==> src/rtl/assert_macros.svh <==
// assertion macros used by the percentile_contrast_stretch rtl
// no dependencies; empty when SYNTHESIS is defined
`ifndef ASSERT_MACROS_SVH
`define ASSERT_MACROS_SVH
`ifndef SYNTHESIS
`define PCS_ASSERT(label, clk, rst_n, prop) \
  label: assert property (@(posedge clk) disable iff (!rst_n) prop) else $error("assertion failed");
`define PCS_ASSERT_ALWAYS(label, clk, prop) \
  label: assert property (@(posedge clk) prop) else $error("assertion failed");
`else
`define PCS_ASSERT(label, clk, rst_n, prop)
`define PCS_ASSERT_ALWAYS(label, clk, prop)
`endif
`endif

==> src/rtl/pcs_divider.sv <==
// restoring divider, one quotient bit per cycle, for the stretch mapping
// depends on nothing outside itself
`default_nettype none
module pcs_divider (
  input  wire logic        clk_i,
  input  wire logic        rst_ni,
  input  wire logic        start_i,
  input  wire logic [16:0] num_i,
  input  wire logic [9:0]  den_i,
  output logic             done_o,
  output logic [7:0]       quot_o
);
  logic [16:0] rem_q, rem_d;
  logic [16:0] quo_q, quo_d;
  logic [9:0]  den_q, den_d;
  logic [4:0]  cnt_q, cnt_d;
  logic        busy_q, busy_d;
  logic        done_q, done_d;
  logic [17:0] trial;

  // load on start, else one step: shift remainder in, compare to divisor
  always_comb begin
    rem_d  = rem_q;
    quo_d  = quo_q;
    den_d  = den_q;
    cnt_d  = cnt_q;
    busy_d = busy_q;
    done_d = 1'b0;
    trial  = {rem_q, quo_q[16]};
    if (start_i) begin
      rem_d  = '0;
      quo_d  = num_i;
      den_d  = den_i;
      cnt_d  = 5'd17;
      busy_d = 1'b1;
    end else if (busy_q) begin
      if (trial >= {8'd0, den_q}) begin
        rem_d = 17'(trial - {8'd0, den_q});
        quo_d = {quo_q[15:0], 1'b1};
      end else begin
        rem_d = trial[16:0];
        quo_d = {quo_q[15:0], 1'b0};
      end
      cnt_d = cnt_q - 5'd1;
      if (cnt_q == 5'd1) begin
        busy_d = 1'b0;
        done_d = 1'b1;
      end
    end
  end

  always_ff @(posedge clk_i or negedge rst_ni) begin
    if (!rst_ni) begin
      busy_q <= 1'b0;
      done_q <= 1'b0;
      cnt_q  <= '0;
    end else begin
      busy_q <= busy_d;
      done_q <= done_d;
      cnt_q  <= cnt_d;
    end
  end

  always_ff @(posedge clk_i) begin
    rem_q <= rem_d;
    quo_q <= quo_d;
    den_q <= den_d;
  end

  assign done_o = done_q;
  assign quot_o = quo_q[7:0];
endmodule
`default_nettype wire

==> config.mk <==
export PLATFORM = sky130hd
export DESIGN_NAME = pcs_divider
export DESIGN_NICKNAME = d
export VERILOG_FILES = /design/src/rtl/assert_macros.svh /design/src/rtl/pcs_divider.sv
export SDC_FILE = /design/constraint.sdc
export NUM_CORES = 1
export LEC_CHECK = 0
export BUFFER_PORTS_ARGS = -buffer_cell sky130_fd_sc_hd__buf_2
export CAP_MARGIN = 5
export CORE_MARGIN = 2
export CORE_UTILIZATION = 56
export DETAILED_ROUTE_END_ITERATION = 16
export PLACE_DENSITY = 0.78
export SLEW_MARGIN = 20
export SYNTH_ARGS = -nofsm -noshare
export SYNTH_HDL_FRONTEND = slang
export SYNTH_SLANG_ARGS = --single-unit
==> constraint.sdc <==
create_clock -name clk_i -period 3.6 [get_ports clk_i]
set_clock_uncertainty 0.15 [all_clocks]
set_input_delay 0.18 -clock clk_i [delete_from_list [all_inputs] [get_ports clk_i]]
set_output_delay 0.18 -clock clk_i [all_outputs]
set_load 0.01 [all_outputs]
# Word-level counts from Yosys, hierarchy flattened
# Cells that the tools add are included.
# W data, S select, Z words.
# totals
register_bits	51
# classes
add_sub_neg	2
n_lt_le_gt_ge	1
n_eq_ne	1
mux	12
n_reduce_logical	1
# ops
operator	count
$mux W17	3
$ge A18 B10 Y1	1
$sub A17 B10 Y17	1
$mux W5	2
$mux W1	7
$eq A5 B1 Y1 const B	1
$sub A5 B1 Y5 const B	1
$reduce_bool A2 Y1	1

# Longest topological paths before layout
# depth
word_depth	4
ltp_mapped	12
depth_no_buf	11

# Least setup slack after synthesis
# OpenSTA, ideal clock, no wires.
# synth_path
path_type	reg2reg
start	register quo_q[16]
end	register rem_q[13]
setup_time_ns	0.086
arrival_ns	2.384
required_time_ns	3.364
setup_slack_ns	0.981
stages_incl_launch_ff	13
path_buffers	1
period_less_slack_ns	2.619
path_cell_list	edfxtp_1 inv_1 ha_1 inv_1 fa_1 a21o_1 a221oi_2 o21ai_2 a21oi_2 buf_6 nor3_1 xnor2_1 a211oi_1
# synth_between
elab_chain_len	2
elab_cells_between_ends	3
classes_between	add/sub (1); order compare (1); mux (1)
# synth_lines
element	line	rtl
start, declared	pcs_divider.sv:14	logic [16:0] quo_q, quo_d;
start signal, assigned	pcs_divider.sv:66	quo_q <= quo_d;
$sub A17 B10 Y17 / $ge A18 B10 Y1 (equally long branches)	pcs_divider.sv:38, pcs_divider.sv:37	
$mux W17 *	pcs_divider.sv:37	if (trial >= {8'd0, den_q}) begin
end signal, assigned	pcs_divider.sv:65	rem_q <= rem_d;
end, declared	pcs_divider.sv:13	logic [16:0] rem_q, rem_d;
# Mark *: on every way between the ends. The rest lies on a longest branch, timed or not.
# A chain may end at the register's enable or synchronous reset.

# Worst setup path after layout
# layout_path
start	register quo_q[16]
end	register rem_q[15]
# Same word-level chain as after synthesis.

==> results.json <==
{
  "htreeDepth": 2,
  "cts_tree": "done",
  "reg2reg_slack_ps": 500,
  "finalSetupViolations": 0,
  "place_hpwl_um": 3339,
  "worstSetupPathType": "flop to flop",
  "syn_nets": 289,
  "netlist_area_um2": 2731,
  "post-route-period-util_pct": 86.02,
  "synthCells": 246,
  "p_leak_nw": 1.311,
  "synth-edff-count": 27,
  "final_nets": 329,
  "synth_area_leaders": "edfxtp_1, dfxtp_1, mux2_2",
  "ys_async_sr_fraction_pct": 13.73,
  "max_slew_margin_pct": 56.11,
  "reg2reg_from": "quo_q[16]",
  "fillers": 370,
  "powerDensity_nw_per_um2": 722.5,
  "gr-max-usage-layer": "met2",
  "clk_pin_slew_ps": 100,
  "ys.warnings.count": 0,
  "clock_latency_ps": 310,
  "fin_util_pct": 66.12,
  "r2r_cells": 12,
  "drc": 0,
  "cts_made_buffers": 5,
  "drive_above_1_share_pct": 27.18,
  "max-vdd-ir-drop_uv": 468.6,
  "cpMostUsedCell": "inv_1",
  "yosysSeqAreaShare_pct": 48.56,
  "post-place-ws_ps": 545.3,
  "io_pins": 39,
  "first_global_vias": 1715,
  "crit_family": "compound AO/OA/AOI/OAI gates",
  "overflow": 0,
  "rsz0062_at_grt": "false",
  "arrival_ps": 3170,
  "cts_resized": 0,
  "drv_slew": 0,
  "antenna_found_initial": 0,
  "hold_depth": 2,
  "met2_usage_pct": 28.57,
  "drv_cap": 0,
  "port_buffers": 38,
  "regArea_um2": 1326,
  "yosys.cell_types.count": 52,
  "die_height_um": 73.84,
  "gr-usage-met1_pct": 26.81,
  "crit_buf_inv": 3,
  "worst-path-max-fanout": 13,
  "crit_required_ps": 3680,
  "clockBufferDepth": 2,
  "area_growth_pct": 14.34,
  "die_w_um": 73.84,
  "hold_viol_final": 0,
  "n_antenna_cell": 0,
  "fmaxAchievable_mhz": 322.9,
  "dieArea_um2": 5452,
  "reg2reg_to": "rem_q[15]",
  "cp.depth": 12,
  "post_drt_wl_per_cell_um": 13.64,
  "status": "finished, final reports clean",
  "setup_ws_ps": 503.1,
  "gp_congestion": 0.8016,
  "finalSetupTns_ps": 0,
  "yosys.area.top_type_share_pct": 29.68,
  "vias": 1873,
  "max_stage_delay_ps": 430,
  "use_met3_pct": 4.938,
  "grt_util_all_layers_pct": 18.99,
  "floorplan.initialDensity_pct": 57.83,
  "cp-start-kind": "flop",
  "cp-endpoint": "rem_q[15]",
  "layout_min_cycle_time_ps": 3097,
  "rows": 25,
  "critPathCaptureType": "flop",
  "synth.avg_cell_area_um2": 11.10,
  "grt_start_max_net_pins": 33,
  "multi_input_area_um2": 1232,
  "cp_cell_sequence": "inv_1 > ha_1 > inv_1 > fa_1 > a21o_1 > a221oi_2 > o21ai_2 > a21oi_2 > buf_12 > nor3_1 > xnor2_1 > a211oi_1",
  "crit_start": "quo_q[16]",
  "detail-route-antenna-nets": 0,
  "hold_path_class": "primary input to flop",
  "synth_seq_cells": 51,
  "ys.flop_type": "edfxtp_1",
  "core_um2": 4723,
  "dr.pass1.iters": 4,
  "whs_ps": 13.85,
  "routed_wl_um": 4830,
  "clock_sinks": 51,
  "first_iter_violations": 114,
  "cts_root_buffer": "clkbuf_8",
  "vias_per_cell": 5.291,
  "synth_top_area_cell": "edfxtp_1",
  "crit_slowest_cell": "a21oi_2",
  "grt_pass1_wl_um": 7866,
  "worst_pin_slew_ps": 641.7
}
per-layer routing:
layer | vias to the layer above | share of wire (%)
met5 | - | 0
met4 | 0 | 0.95
met3 | 4 | 5.5
met2 | 45 | 48
met1 | 874 | 45
li1 | 950 | -
sequential cells by signal (all words and copies together) (netlist names):
name and cells:
den_q 10, quo_q 17, busy_q 1, done_o 1, cnt_q 5, rem_q 17
power by group:
part | internal [W] | switching (W)
combinational | 0.000510 | 0.000502
clock | 0.000136 | 0.000195
sequential | 0.000785 | 0.000128
Yosys cell counts, types with 4 or more instances:
| cell | count |
|---|---|
| a211oi_1 | 15 |
| a21o_1 | 5 |
| a21oi_1 | 7 |
| buf_4 | 8 |
| clkbuf_1 | 9 |
| dfrtp_1 | 7 |
| dfxtp_1 | 17 |
| edfxtp_1 | 27 |
| ha_1 | 12 |
| inv_1 | 15 |
| mux2_2 | 16 |
| mux2i_1 | 4 |
| nand2_1 | 7 |
| nand2b_1 | 5 |
| nor2_1 | 29 |
| nor3_1 | 5 |
| o21a_1 | 4 |
| xnor2_1 | 12 |
| xor2_1 | 5 |
through the flow:
step                total power (W)  area (µm²)  instances
floorplan                  0.001745        2731        246
global placement           0.001893        2924        335
detailed placement         0.001924        2924        335
CTS                        0.002269        3123        354
global route               0.002420        3123        354
finish                     0.002256        3123        354
kinds of logic (layout without fill, tap and decap cells):
family / after synthesis / after routing / synth area share (%)
simple gates: 62 / 62 / 11.64
buf+inv: 34 / 75 / 6.321
fa+ha+maj: 13 / 13 / 6.230
compound gates: 49 / 49 / 13.74
mux: 20 / 20 / 8.062
xor+xnor: 17 / 17 / 5.451
flops: 51 / 51 / 48.56
how the worst min path moves through the flow:
stage / from / to / slack, ps
after detailed placement: rst_ni / cnt_q[4] / -130
final: num_i[5] / quo_q[5] / 10
after floorplan: rst_ni / busy_q / -270
after CTS: num_i[5] / quo_q[5] / 9
after global routing: num_i[4] / quo_q[4] / 5
after global placement: rst_ni / cnt_q[4] / -130
worst reg2reg max path, cell delays in order (launching register included):
cell and delay (ps):
edfxtp_1 400, inv_1 70, ha_1 160, inv_1 50, fa_1 400, a21o_1 220
a221oi_2 350, o21ai_2 120, a21oi_2 430, buf_12 200, nor3_1 70, xnor2_1 150
a211oi_1 240
timing repair:
item | in CTS | in global routing
hold endpoints to repair | 17 | 0
buffers inserted | 0 | 0
hold buffers | 11 | 0
cell usage in the layout (no fill, tap or decap), types with 2 or more instances in the layout:
cell type      count
mux2_2            16
nor2_1            29
edfxtp_1          27
nor3_1             5
xor2_1             5
clkbuf_8           5
dfrtp_1            7
a21oi_1            7
mux2i_1            4
a211oi_1          15
xnor2_1           12
dlygate4sd3_1     11
nor4b_1            2
buf_2             38
or2_2              2
o21ai_0            2
ha_1              12
nand2b_1           5
dfxtp_1           17
buf_4              2
o21a_1             4
inv_1             15
nand2_1            7
a21o_1             5
area by class of cell:
| cell class | instances | area share (%) |
|---|---|---|
| Multi-Input combinational cell | 161 | 39.46 |
| Clock inverter | 3 | 0.6410 |
| Tap cell | 67 | 2.684 |
| Inverter | 15 | 1.803 |
| Timing Repair Buffer | 52 | 10.74 |
| Sequential cell | 51 | 42.47 |
| Clock buffer | 5 | 2.204 |
No activity file was read; power rests on OpenSTA's default activity.
